### src/hw/rtl/tef_pkg.sv
// Shared types, constants and per-character framing functions for the telegram framer.
`default_nettype none
package tef_pkg;

  // Escape phase codes
  localparam logic [2:0] PH_WANT1      = 3'd1;
  localparam logic [2:0] PH_WANT2      = 3'd2;
  localparam logic [2:0] PH_WANT_CLOSE = 3'd3;
  localparam logic [2:0] PH_OVERRUN    = 3'd4;
  localparam logic [2:0] PH_PLAIN      = 3'd5;

  // Character and checksum constants
  localparam logic [7:0] CHK_INIT = 8'h7F;
  localparam logic [7:0] CH_CR    = 8'h0D;
  localparam logic [7:0] CH_OPEN  = 8'h3C;
  localparam logic [7:0] CH_CLOSE = 8'h3E;
  localparam logic [7:0] CH_PLUS  = 8'h2B;
  localparam logic [7:0] CH_MINUS = 8'h2D;
  localparam logic [7:0] CH_SPACE = 8'h20;
  localparam logic [7:0] CH_TAB   = 8'h09;
  localparam logic [7:0] CH_NUL   = 8'h00;
  localparam logic [4:0] HEX_BAD  = 5'd16;

  // Result queue sizing
  localparam int MAX_RESULTS = 3;
  localparam int QUEUE_DEPTH = 4;
  localparam int QPTR_W      = 2;
  localparam int LEVEL_W     = 3;
  localparam int CNT_W       = 2;

  typedef struct packed {
    logic [7:0] text_byte;
    logic       last_byte;
  } tef_in_t;

  typedef struct packed {
    logic [7:0] out_byte;
    logic       end_of_telegram;
  } tef_out_t;

  typedef struct packed {
    logic [2:0] escape_phase;
    logic [7:0] first_digit;
    logic [7:0] second_digit;
    logic [7:0] running_checksum;
  } tef_state_t;

  // Results of one accepted item, packed to the front of the list
  typedef struct packed {
    logic [CNT_W-1:0]             cnt;
    tef_out_t [MAX_RESULTS-1:0]   item;
  } tef_push_t;

  // Queue status towards the top level
  typedef struct packed {
    logic [LEVEL_W-1:0] level;
  } tef_qstat_t;

  // Outcome of feeding one character
  typedef struct packed {
    tef_state_t st;
    logic       emit;
    logic [7:0] value;
  } tef_feed_t;

  localparam tef_state_t STATE_RESET = '{
    escape_phase:     PH_PLAIN,
    first_digit:      CH_NUL,
    second_digit:     CH_NUL,
    running_checksum: CHK_INIT
  };

  function automatic logic [4:0] hex_value(input logic [7:0] c);
    logic [4:0] r;
    r = HEX_BAD;
    if (c >= 8'h30 && c <= 8'h39) r = 5'(c - 8'h30);
    else if (c >= 8'h41 && c <= 8'h46) r = 5'(c - 8'h41 + 8'd10);
    else if (c >= 8'h61 && c <= 8'h66) r = 5'(c - 8'h61 + 8'd10);
    return r;
  endfunction

  function automatic logic is_blank(input logic [7:0] c);
    return (c == CH_SPACE) || (c >= CH_TAB && c <= CH_CR);
  endfunction

  // Two-character hex decode: skip blanks, optional sign, digits up to a non-digit
  function automatic logic [7:0] decode_pair(input logic [7:0] a, input logic [7:0] b);
    logic [7:0] s [3];
    logic [1:0] i;
    logic [7:0] v;
    logic       neg;
    logic       stop;
    logic [4:0] h;
    s[0] = a;
    s[1] = b;
    s[2] = CH_NUL;
    i    = 2'd0;
    v    = 8'd0;
    neg  = 1'b0;
    stop = 1'b0;
    if (is_blank(s[0])) begin
      i = 2'd1;
      if (is_blank(s[1])) i = 2'd2;
    end
    if (i < 2'd2 && (s[i] == CH_PLUS || s[i] == CH_MINUS)) begin
      neg = (s[i] == CH_MINUS);
      i   = i + 2'd1;
    end
    for (int k = 0; k < 2; k++) begin
      h = hex_value(s[i]);
      if (!stop && i < 2'd2 && h != HEX_BAD) begin
        v = {v[3:0], h[3:0]};
        i = i + 2'd1;
      end else begin
        stop = 1'b1;
      end
    end
    if (neg) v = ~v + 8'd1;
    return v;
  endfunction

  // One character through the escape machine
  function automatic tef_feed_t feed(input tef_state_t st, input logic [7:0] c);
    tef_feed_t  r;
    logic       in_esc;
    logic       close;
    logic [7:0] dv;
    r.st    = st;
    r.emit  = 1'b0;
    r.value = c;
    close   = 1'b0;
    in_esc  = (st.escape_phase >= PH_WANT1) && (st.escape_phase <= PH_OVERRUN);
    dv      = decode_pair(st.first_digit, st.second_digit);
    if (c == CH_OPEN) begin
      r.st.escape_phase = PH_WANT1;
    end else if (c == CH_CLOSE && in_esc) begin
      close = 1'b1;
    end else begin
      case (st.escape_phase)
        PH_WANT1: begin
          r.st.first_digit  = c;
          r.st.escape_phase = PH_WANT2;
        end
        PH_WANT2: begin
          r.st.second_digit = c;
          r.st.escape_phase = PH_WANT_CLOSE;
        end
        PH_WANT_CLOSE: r.st.escape_phase = PH_OVERRUN;
        PH_OVERRUN:    close = 1'b1;
        default: begin
          r.st.running_checksum = st.running_checksum ^ c;
          r.emit                = 1'b1;
          r.st.escape_phase     = PH_PLAIN;
        end
      endcase
    end
    if (close) begin
      r.st.running_checksum = st.running_checksum ^ dv;
      r.emit                = 1'b1;
      r.value               = dv;
      r.st.first_digit      = CH_NUL;
      r.st.second_digit     = CH_NUL;
      r.st.escape_phase     = PH_PLAIN;
    end
    return r;
  endfunction

endpackage
`default_nettype wire

### src/hw/rtl/telegram_escape_xor_framer_unit.sv
// Top level of the telegram framer: escape decoding, XOR checksum and result queue.
//
// Usage:
//   Input channel in_valid/in_ready/in_data carries one text byte per item, with
//   last_byte marking the final character of a command text. Output channel
//   out_valid/out_ready/out_data carries the framed telegram one byte per item;
//   end_of_telegram is set on the closing checksum byte.
//   Results of an accepted item go into the registered result queue.
//   Throughput: one input item per cycle while each item yields at most one
//   byte and out_ready stays high; a last byte yields up to three results
//   (byte, carriage return, checksum), drained one per cycle with out_ready high.
//   in_ready is high while the four-entry result queue holds at most one
//   item, so a stalled receiver backs the input up after two results wait.
//   Reset (rst_n low, synchronous) empties the queue, returns the escape
//   machine to plain text and the checksum to 0x7F.
`default_nettype none
module telegram_escape_xor_framer_unit
  import tef_pkg::*;
(
  input  wire logic    clk,
  input  wire logic    rst_n,
  input  wire logic    in_valid,
  output logic         in_ready,
  input  wire tef_in_t in_data,
  output logic         out_valid,
  input  wire logic    out_ready,
  output tef_out_t     out_data
);

  tef_push_t  push;
  tef_qstat_t qstat;
  logic       in_fire;

  // Accept only with room for a full telegram ending
  assign in_ready = (qstat.level <= LEVEL_W'(QUEUE_DEPTH - MAX_RESULTS));
  assign in_fire  = in_valid && in_ready;

  tef_step u_step (
    .clk     (clk),
    .rst_n   (rst_n),
    .fire    (in_fire),
    .in_item (in_data),
    .push    (push)
  );

  tef_queue u_queue (
    .clk       (clk),
    .rst_n     (rst_n),
    .push      (push),
    .out_valid (out_valid),
    .out_ready (out_ready),
    .out_data  (out_data),
    .stat      (qstat)
  );

  // Queue never overfills
  a_level_bound: assert property (@(posedge clk) disable iff (!rst_n)
    qstat.level <= LEVEL_W'(QUEUE_DEPTH))
    else $error("result queue overfilled");

  // A last byte always closes with the checksum in its final result
  a_last_closes: assert property (@(posedge clk) disable iff (!rst_n)
    (in_fire && in_data.last_byte) |->
      (push.cnt != '0) && push.item[push.cnt - CNT_W'(1)].end_of_telegram)
    else $error("telegram end without checksum byte");

  // Other bytes give at most one ordinary result
  a_mid_single: assert property (@(posedge clk) disable iff (!rst_n)
    (in_fire && !in_data.last_byte) |->
      (push.cnt <= 2'd1) && !(push.cnt == 2'd1 && push.item[0].end_of_telegram))
    else $error("unexpected results for a mid-text byte");

  // No results without an accepted item
  a_no_spurious: assert property (@(posedge clk) disable iff (!rst_n)
    !in_fire |-> (push.cnt == '0))
    else $error("results pushed without an accepted item");

endmodule
`default_nettype wire

### src/hw/rtl/tef_step.sv
// Escape/checksum state and the per-item result builder.
`default_nettype none
module tef_step
  import tef_pkg::*;
(
  input  wire logic      clk,
  input  wire logic      rst_n,
  input  wire logic      fire,
  input  wire tef_in_t   in_item,
  output tef_push_t      push
);

  tef_state_t state_r, state_nxt;
  tef_feed_t  f_text, f_cr;
  tef_push_t  res;
  logic [CNT_W-1:0] n;

  // Text byte, then the closing carriage return on the last byte
  always_comb begin
    f_text = feed(state_r, in_item.text_byte);
    f_cr   = feed(f_text.st, CH_CR);
  end

  // Pack the results of this item to the front of the list
  always_comb begin
    res  = '0;
    n    = '0;
    if (f_text.emit) begin
      res.item[n] = '{out_byte: f_text.value, end_of_telegram: 1'b0};
      n           = n + CNT_W'(1);
    end
    if (in_item.last_byte) begin
      if (f_cr.emit) begin
        res.item[n] = '{out_byte: f_cr.value, end_of_telegram: 1'b0};
        n           = n + CNT_W'(1);
      end
      res.item[n] = '{out_byte: f_cr.st.running_checksum, end_of_telegram: 1'b1};
      n           = n + CNT_W'(1);
    end
    res.cnt = fire ? n : '0;
    push    = res;
  end

  // State update on accept; a finished telegram restarts from reset values
  always_comb begin
    state_nxt = state_r;
    if (fire) state_nxt = in_item.last_byte ? STATE_RESET : f_text.st;
  end

  always_ff @(posedge clk) begin
    if (!rst_n) state_r <= STATE_RESET;
    else        state_r <= state_nxt;
  end

endmodule
`default_nettype wire

### src/hw/rtl/tef_queue.sv
// Small result queue: takes up to three items per cycle, hands out one per cycle while out_ready is high.
`default_nettype none
module tef_queue
  import tef_pkg::*;
(
  input  wire logic      clk,
  input  wire logic      rst_n,
  input  wire tef_push_t push,
  output logic           out_valid,
  input  wire logic      out_ready,
  output tef_out_t       out_data,
  output tef_qstat_t     stat
);

  tef_out_t           mem_r [QUEUE_DEPTH];
  logic [QPTR_W-1:0]  wr_ptr_r, wr_ptr_nxt;
  logic [QPTR_W-1:0]  rd_ptr_r, rd_ptr_nxt;
  logic [LEVEL_W-1:0] level_r, level_nxt;
  logic               pop;

  assign out_valid  = (level_r != '0);
  assign out_data   = mem_r[rd_ptr_r];
  assign pop        = out_valid && out_ready;
  assign stat.level = level_r;

  // Pointer and fill level bookkeeping
  always_comb begin
    wr_ptr_nxt = wr_ptr_r + QPTR_W'(push.cnt);
    rd_ptr_nxt = rd_ptr_r + QPTR_W'(pop);
    level_nxt  = level_r + LEVEL_W'(push.cnt) - LEVEL_W'(pop);
  end

  always_ff @(posedge clk) begin
    if (!rst_n) begin
      wr_ptr_r <= '0;
      rd_ptr_r <= '0;
      level_r  <= '0;
    end else begin
      wr_ptr_r <= wr_ptr_nxt;
      rd_ptr_r <= rd_ptr_nxt;
      level_r  <= level_nxt;
    end
  end

  // Entry writes, no reset needed
  always_ff @(posedge clk) begin
    for (int k = 0; k < MAX_RESULTS; k++) begin
      if (CNT_W'(k) < push.cnt) mem_r[wr_ptr_r + QPTR_W'(k)] <= push.item[k];
    end
  end

endmodule
`default_nettype wire
### config.mk
export PLATFORM = sky130hd
export DESIGN_NAME = telegram_escape_xor_framer_unit
export DESIGN_NICKNAME = d
export VERILOG_FILES = /design/src/hw/rtl/tef_pkg.sv /design/src/hw/rtl/telegram_escape_xor_framer_unit.sv /design/src/hw/rtl/tef_step.sv /design/src/hw/rtl/tef_queue.sv
export SDC_FILE = /design/constraint.sdc
export NUM_CORES = 1
export LEC_CHECK = 0
export BUFFER_PORTS_ARGS = -buffer_cell sky130_fd_sc_hd__buf_2
export CAP_MARGIN = 15
export CORE_UTILIZATION = 60
export CTS_CLUSTER_DIAMETER = 100
export DETAILED_ROUTE_END_ITERATION = 7
export HOLD_SLACK_MARGIN = 0.03
export PLACE_DENSITY = 0.77
export SETUP_SLACK_MARGIN = 0.05
export SLEW_MARGIN = 20
export SYNTH_ARGS = -nofsm -noshare
export SYNTH_HDL_FRONTEND = slang
export SYNTH_SLANG_ARGS = --single-unit
### constraint.sdc
create_clock -name clk -period 8.4 [get_ports clk]
set_input_delay 0 -clock clk [delete_from_list [all_inputs] [get_ports clk]]
set_output_delay 0 -clock clk [all_outputs]
set_load 0.01 [all_outputs]
==> reports/qor.yml, run 1 <==
outcome:
  status: "complete, no violations"
route:
  wl_met3_mm: 2.09
  dr.pass1.iters: 6
  route.detailed.wl_per_inst_um: 20.3
  wl_mm: 24.2
  drc_errors: 0
  antenna_left: 0
  viasPerCell: 6.90
  drt_iter0_drc: 917
  met2_length_mm: 11.3
  wirelength_met1_mm: 10.0
  vias: 8236
  highest_layer: "met4"
critical_path:
  required_ns: 8.47
  cpMostUsedCell: "nand2_1"
  end_kind: "flop"
  max_stage_delay_ns: 0.69
  crit_buf_inv: 2
  cp-start-kind: "flop"
  slowest_stage: "o2bb2ai_1"
  crit_arrival_ns: 7.87
  critical_path.max_fanout: 12
  critPathKind: "reg2reg"
  critPathTopFamily: "compound AO/OA/AOI/OAI gates"
yosys:
  yosysWarnings: 0
  synth.distinct_cells: 100
  synth_ff_type: "edfxtp_1"
  synth_cells: 986
  syn_nets: 1025
  synth_top_cell_by_area: "edfxtp_1"
  ys_ff_latch: 70
  synth_area_leaders: "edfxtp_1 (14%), dfxtp_1 (8.8%), nor2_1 (5.3%), nand2_1 (4.4%), ha_1 (4.1%)"
  synthTopCellsByCount: "nor2_1 (108), nand2_1 (91), o21ai_0 (54)"
  synth_edf_count: 36
  ys_seq_area_share_pct: 22.8
  async_reset_ff_share_pct: 0
  synth_top_area_share_pct: 14.0
  syn_avg_cell_area_sq_um: 7.82
  synth_most_common_cell: "nor2_1"
  synth_area_sq_mm: 0.00771
clocking:
  htreeDepth: 3
  cts_buffers: 9
  cts-root-buf: "clkbuf_16"
  clock_latency_ns: 0.34
  clock_sinks: 70
  clock_path_buffers: 2
  cts_tree: "built"
  clk_pin_slew_ns: 0.06
  holdBufCountCts: 0
global_routing:
  grt_max_degree: 35
  grt_pass1_wl_mm: 38.2
  grt_pass1_vias: 7345
  grt-ovfl-total: 0
  grt_usage_pct: 36.6
  antenna_found_initial: 0
power_and_ir_drop:
  power_density_mw_per_mm2: 135
  ir_drop_mv: 0.0879
  power.leakage_nw: 3.19
placed_design:
  io_buffers: 23
  gp_congestion: 1.00
  placed_area_sq_mm: 0.00806
  dp_hpwl_mm: 17.5
final_layout:
  multi_input_area_sq_mm: 0.00576
  nFillCells: 1028
  antenna_cells: 0
  stdcell_area_sq_mm: 0.00866
  drive_gt1_share_pct: 16.8
  seq_area_sq_mm: 0.00176
  area_growth_pct: 12.3
  fin_nets: 1055
sta:
  final-hold-violation-count: 0
  slew_violations: 0
  min_period_ns: 7.81
  rsz0062_at_grt: "no"
  setup_viol_count_final: 0
  fmax_mhz: 128
  skew_ns: 0.00594
  setup-tns-final_ns: 0
  tightest_slew_ns: 0.942
  slew_headroom_pct: 37.2
  fin_crit_sh_pct: 92.9
floorplanning:
  pin_count: 24
  rows: 41
  die_y_um: 115
  core_area_sq_mm: 0.0126
  start_util_pct: 61.3
  die_w_um: 115
  dieArea_sq_mm: 0.0133
hold_path:
  hold_path_class: "in2reg"
run:
  maxCapViolCount: 0
[cells by family after synthesis]
family,after synthesis,share of synthesized area (%)
buffers and inverters,87,4.82
AND/OR/NAND/NOR,414,28.1
multiplexers,32,5.94
XOR/XNOR,28,3.57
AO/OA/AOI/OAI,329,30.4
adder cells (fa/ha/maj),26,4.32
flip-flops,70,22.8
[final timing paths]
check                    startpoint             endpoint  slack [ns]  depth (start not counted)
setup / recovery  u_step.state_r[9]  u_queue.mem_r[1][6]        0.59                         28
hold / removal            out_ready  u_queue.rd_ptr_r[0]        0.12                          4
setup reg to reg  u_step.state_r[9]  u_queue.mem_r[1][6]        0.59                         28
hold reg to reg   u_step.state_r[7]    u_step.state_r[7]        0.51                          2
[repair_timing]
action                                  CTS  global route
gates resized for setup                   0            35
buffers inserted                          0            14
endpoints found under the setup margin    0            37
[metal layers]
layer / track usage [%] / vias up
met5: 0 / -
met4: 15.4 / 0
met3: 5.75 / 68
met2: 59.3 / 465
met1: 48.3 / 3870
li1: - / 3833
[layout make-up]
cell class	instances	share of cell area, %
Timing Repair Buffer	75	5.88
Tap cell	172	2.49
Multi-Input combinational cell	831	66.6
Sequential cell	70	20.3
Inverter	29	1.26
Clock inverter	6	0.809
Clock buffer	10	2.64
[report_power, final]
part	switching (W)	internal, W
Combinational	0.000184	0.000140
Sequential	0.0000406	0.000416
Clock	0.000161	0.000232
[through the flow]
stage / hold slack, ns / total power (W) / utilization, % / setup slack, ns / instances
after floorplan: 0.128 / 0.000676 / - / 0.768 / 986
after global placement: 0.466 / 0.000769 / 64.2 / 0.231 / 1161
after detailed placement: 0.462 / 0.000782 / 64.2 / 0.261 / 1161
after CTS: 0.111 / 0.00117 / 66.5 / 0.221 / 1177
after global routing: 0.153 / 0.00123 / 68.9 / 0.0501 / 1193
final: 0.119 / 0.00117 / 68.9 / 0.593 / 1193
[worst reg2reg max path, delay by kind of cell, from the launching register on]
family / cells / cell delay [ns]
compound gates: 14 / 3.63
simple gates: 7 / 1.60
mux: 4 / 1.22
flops: 1 / 0.44
buf+inv: 2 / 0.37
fa+ha+maj: 1 / 0.25
[state kept, by name (all words and copies together) (netlist names)]
register and cells:
u_queue.wr_ptr_r 2, u_queue.mem_r 36, u_queue.stat 3, u_queue.rd_ptr_r 2, u_step.state_r 27
[cells in the final DEF, fill, tap and decap left out, types with 7 or more instances in the layout]
cell       netlist  routed
buf_4            1      51
and3_1          14      14
mux4_2           9       9
a22o_1          10       9
o211ai_1        14      14
o22a_1           8       8
nand3_1         35      34
inv_1           27      27
nand2_1         91      90
ha_1            25      25
clkbuf_16        0       9
and2_1          24      23
nor2_1         108     107
o21ai_0         54      53
nor2b_1         20      19
a211oi_1         9       9
a22oi_1         29      28
buf_2            9      23
xnor2_1         12      11
nor4_1           7       7
o21ai_1         13      14
o22ai_1         28      27
or3_1           10      10
a21oi_1         51      47
nand4_1         13      13
dfxtp_1         34      34
edfxtp_1        36      36
mux2i_1         14      11
nor3_1          28      27
a21o_1          15      15
or2_2            8       8
a31oi_1          8       8
xor2_1          12      12
nand2b_1        11      11
(Power assumes the default switching activity.)
==> run 2, diff against run 1 <==
--- a/config.mk
+++ b/config.mk
@@ -5,6 +5,7 @@
 export SDC_FILE = /design/constraint.sdc
 export NUM_CORES = 1
 export LEC_CHECK = 0
+export ABC_AREA = 1
 export BUFFER_PORTS_ARGS = -buffer_cell sky130_fd_sc_hd__buf_2
 export CAP_MARGIN = 15
 export CORE_UTILIZATION = 60
==> run 2 against run 1 <==
Flip-flop and latch count is the same; wire length shrank 15%; fmax grew 3.5%; largest cell class unchanged; combinational power grew to 4.9 times the previous value; area after synthesis shrank 2.9%; final area shrank 6.6%; critical path depth grew 21.
==> reports/qor.yml, run 2 <==
placed_design:
  dp_cells: 1357
  gp_congestion: 0.983
  io_buffers: 23
  dp_slack_ns: 0.756
  dp_hpwl_mm: 15.8
route:
  route.detailed.wl_per_inst_um: 15.0
  wl_mm: 20.7
  drc_errors: 0
  antenna_left: 0
  vias: 8032
  dr.pass1.iters: 7
  drt_iter0_drc: 845
  viasPerCell: 5.83
critical_path:
  required_ns: 8.48
  critPathKind: "reg2reg"
  reg2regPathDepth: 49
  rr_endpoint: "u_queue.mem_r[3][3]"
  crit_buf_inv: 4
  max_stage_delay_ns: 0.39
  critical_path.max_fanout: 17
  r2r-start: "u_step.state_r[16]"
  cpMostUsedCell: "nand2_1"
  critPathTopFamily: "simple AND/OR/NAND/NOR gates"
  r2r_setup_slack_ns: 0.86
  end_kind: "flop"
  crit_arrival_ns: 7.62
  cp-start-kind: "flop"
  slowest_stage: "dfxtp_1"
final_layout:
  instances_no_fill: 1378
  final_core_util_pct: 66.8
  antenna_cells: 0
  layout_commonest_cell: "nand2_1"
  area_growth_pct: 8.00
  drive_gt1_share_pct: 14.8
  top_register: "u_queue.mem_r"
  fin_nets: 1244
  largest_register_ffs: 36
  mostFrequentLayoutCells: "nand2_1 (341), nand3_1 (175), inv_1 (140), nor2_1 (83), o21ai_0 (61)"
  nFillCells: 1152
yosys:
  async_reset_ff_share_pct: 0
  yosysWarnings: 0
  synth_area_leaders: "nand2_1 (17%), edfxtp_1 (14%), nand3_1 (12%), dfxtp_1 (9.1%), inv_1 (7.0%)"
  synthTopCellsByCount: "nand2_1 (343), nand3_1 (176), inv_1 (140)"
  synth_cells: 1182
  synth.distinct_cells: 54
  synth_area_sq_mm: 0.00749
  synth_top_area_share_pct: 17.2
  ys_ff_latch: 70
  synth_edf_count: 36
  syn_avg_cell_area_sq_um: 6.34
  ys_seq_area_share_pct: 23.5
  syn_nets: 1221
  synth_top_cell_by_area: "nand2_1"
  synth_ff_type: "edfxtp_1"
  synth_most_common_cell: "nand2_1"
sta:
  tightest_slew_ns: 1.03
  fin_crit_sh_pct: 89.8
  skew_ns: 0.00754
  setup_viol_count_final: 0
  rsz0062_at_grt: "no"
  setup_slack_ns: 0.859
  fmax_mhz: 133
  setup-tns-final_ns: 0
  slew_headroom_pct: 31.0
  slew_violations: 0
  min_period_ns: 7.54
  final-hold-violation-count: 0
global_routing:
  antenna_found_initial: 0
  grt_usage_pct: 33.0
  grt_max_degree: 38
  grt_pass1_wl_mm: 34.0
  grt_pass1_vias: 7229
  grt-ovfl-total: 0
clocking:
  clock_latency_ns: 0.35
  cts_buffers: 9
  htreeDepth: 3
  clock_path_buffers: 2
  cts-root-buf: "clkbuf_16"
  clk_pin_slew_ns: 0.06
  cts_tree: "built"
  clock_sinks: 70
hold_path:
  holdCritStartpoint: "in_data[7]"
  hold_path_class: "in2reg"
  worstHoldPathCells: 5
  hold_end: "u_step.state_r[14]"
power_and_ir_drop:
  ir_drop_mv: 0.361
  totalPowerFinal_w: 0.00250
  power_density_mw_per_mm2: 309
  power.leakage_nw: 3.87
floorplanning:
  start_util_pct: 61.8
  die_y_um: 114
  rows: 40
  pin_count: 24
  dieArea_sq_mm: 0.0129
  core_area_sq_mm: 0.0121
  die_w_um: 114
run:
  maxCapViolCount: 0
outcome:
  status: "complete, no violations"
[run 2: cell types whose count changed after synthesis, moves of 22 or more]
cell and delta:
clkbuf_1 -31, inv_1 +113, nand2_1 +252, nand2_2 +34
and2_1 -23, nor2_1 -22, nand3_1 +141, a22oi_1 -29
[run 2: worst max-delay path by stage]
stage	startpoint	slack [ns]	cells past startpoint	end
2_1_floorplan	u_step.state_r[25]	1.79	60	u_queue.mem_r[3][2]
3_3_place_gp	u_step.state_r[25]	1.01	59	u_queue.mem_r[0][2]
3_5_place_dp	u_step.state_r[25]	0.76	57	u_queue.mem_r[1][2]
4_1_cts	u_step.state_r[25]	0.71	57	u_queue.mem_r[1][2]
6_report	u_step.state_r[16]	0.86	49	u_queue.mem_r[3][3]
5_1_grt	u_step.state_r[25]	0.07	57	u_queue.mem_r[0][2]
[run 2: metal layers]
| layer | track usage (%) | vias to the layer above | part of all wire (%) | wire [um] |
|---|---|---|---|---|
| li1 | - | 3955 | - | - |
| met1 | 43.9 | 3650 | 43 | 8950 |
| met2 | 53.2 | 365 | 45 | 9260 |
| met3 | 5.79 | 62 | 9.0 | 1860 |
| met4 | 12.6 | 0 | 2.9 | 592 |
| met5 | 0 | - | 0 | 0 |
[run 2: report_power, final]
group,switching [W],internal [W]
Combinational,0.00109,0.000500
Sequential,0.0000360,0.000479
Clock,0.000160,0.000232
Total,0.00129,0.00121
[run 2: cell type report]
| class | instances | area [sq um] | area share, % |
|---|---|---|---|
| well taps | 168 | 210 | 2.60 |
| multi-input cells | 937 | 5030 | 62.2 |
| flip-flops and latches | 70 | 1760 | 21.8 |
| clock inverters | 6 | 71.3 | 0.882 |
| repair buffers | 33 | 195 | 2.41 |
| clock buffers | 10 | 229 | 2.83 |
| inverters | 154 | 592 | 7.32 |
[run 2: cell families after synthesis]
kind of cell / Yosys count / synth area share, %
and+or+nand+nor: 737 / 48.2
buffers and inverters: 175 / 9.67
AOI/OAI and AO/OA: 164 / 12.9
DFF: 70 / 23.5
adders and majority gates: 26 / 4.44
xor gates and xnor gates: 10 / 1.27
[run 2: per-stage QoR]
step / hold slack (ns) / cell area (sq um)
floorplan: 0.0935 / 7490
detailed placement: 0.283 / 7720
global placement: 0.280 / 7720
global route: 0.127 / 8090
CTS: 0.0916 / 8040
finish: 0.104 / 8090
[run 2: repair_timing]
item | 4_1_cts | 5_1_grt
hold buffers | 2 | 0
gates resized for setup | 0 | 9
buffers inserted | 0 | 3
hold endpoints to repair | 6 | 0
setup endpoints to repair | 0 | 12
[run 2: worst register-to-register path: cells and delay by family, from the launching register on]
family	cells	cell delay (ns)
compound gates	8	1.36
buf+inv	4	0.43
simple gates	33	4.35
xor+xnor	1	0.16
flops	1	0.39
fa+ha+maj	3	0.61
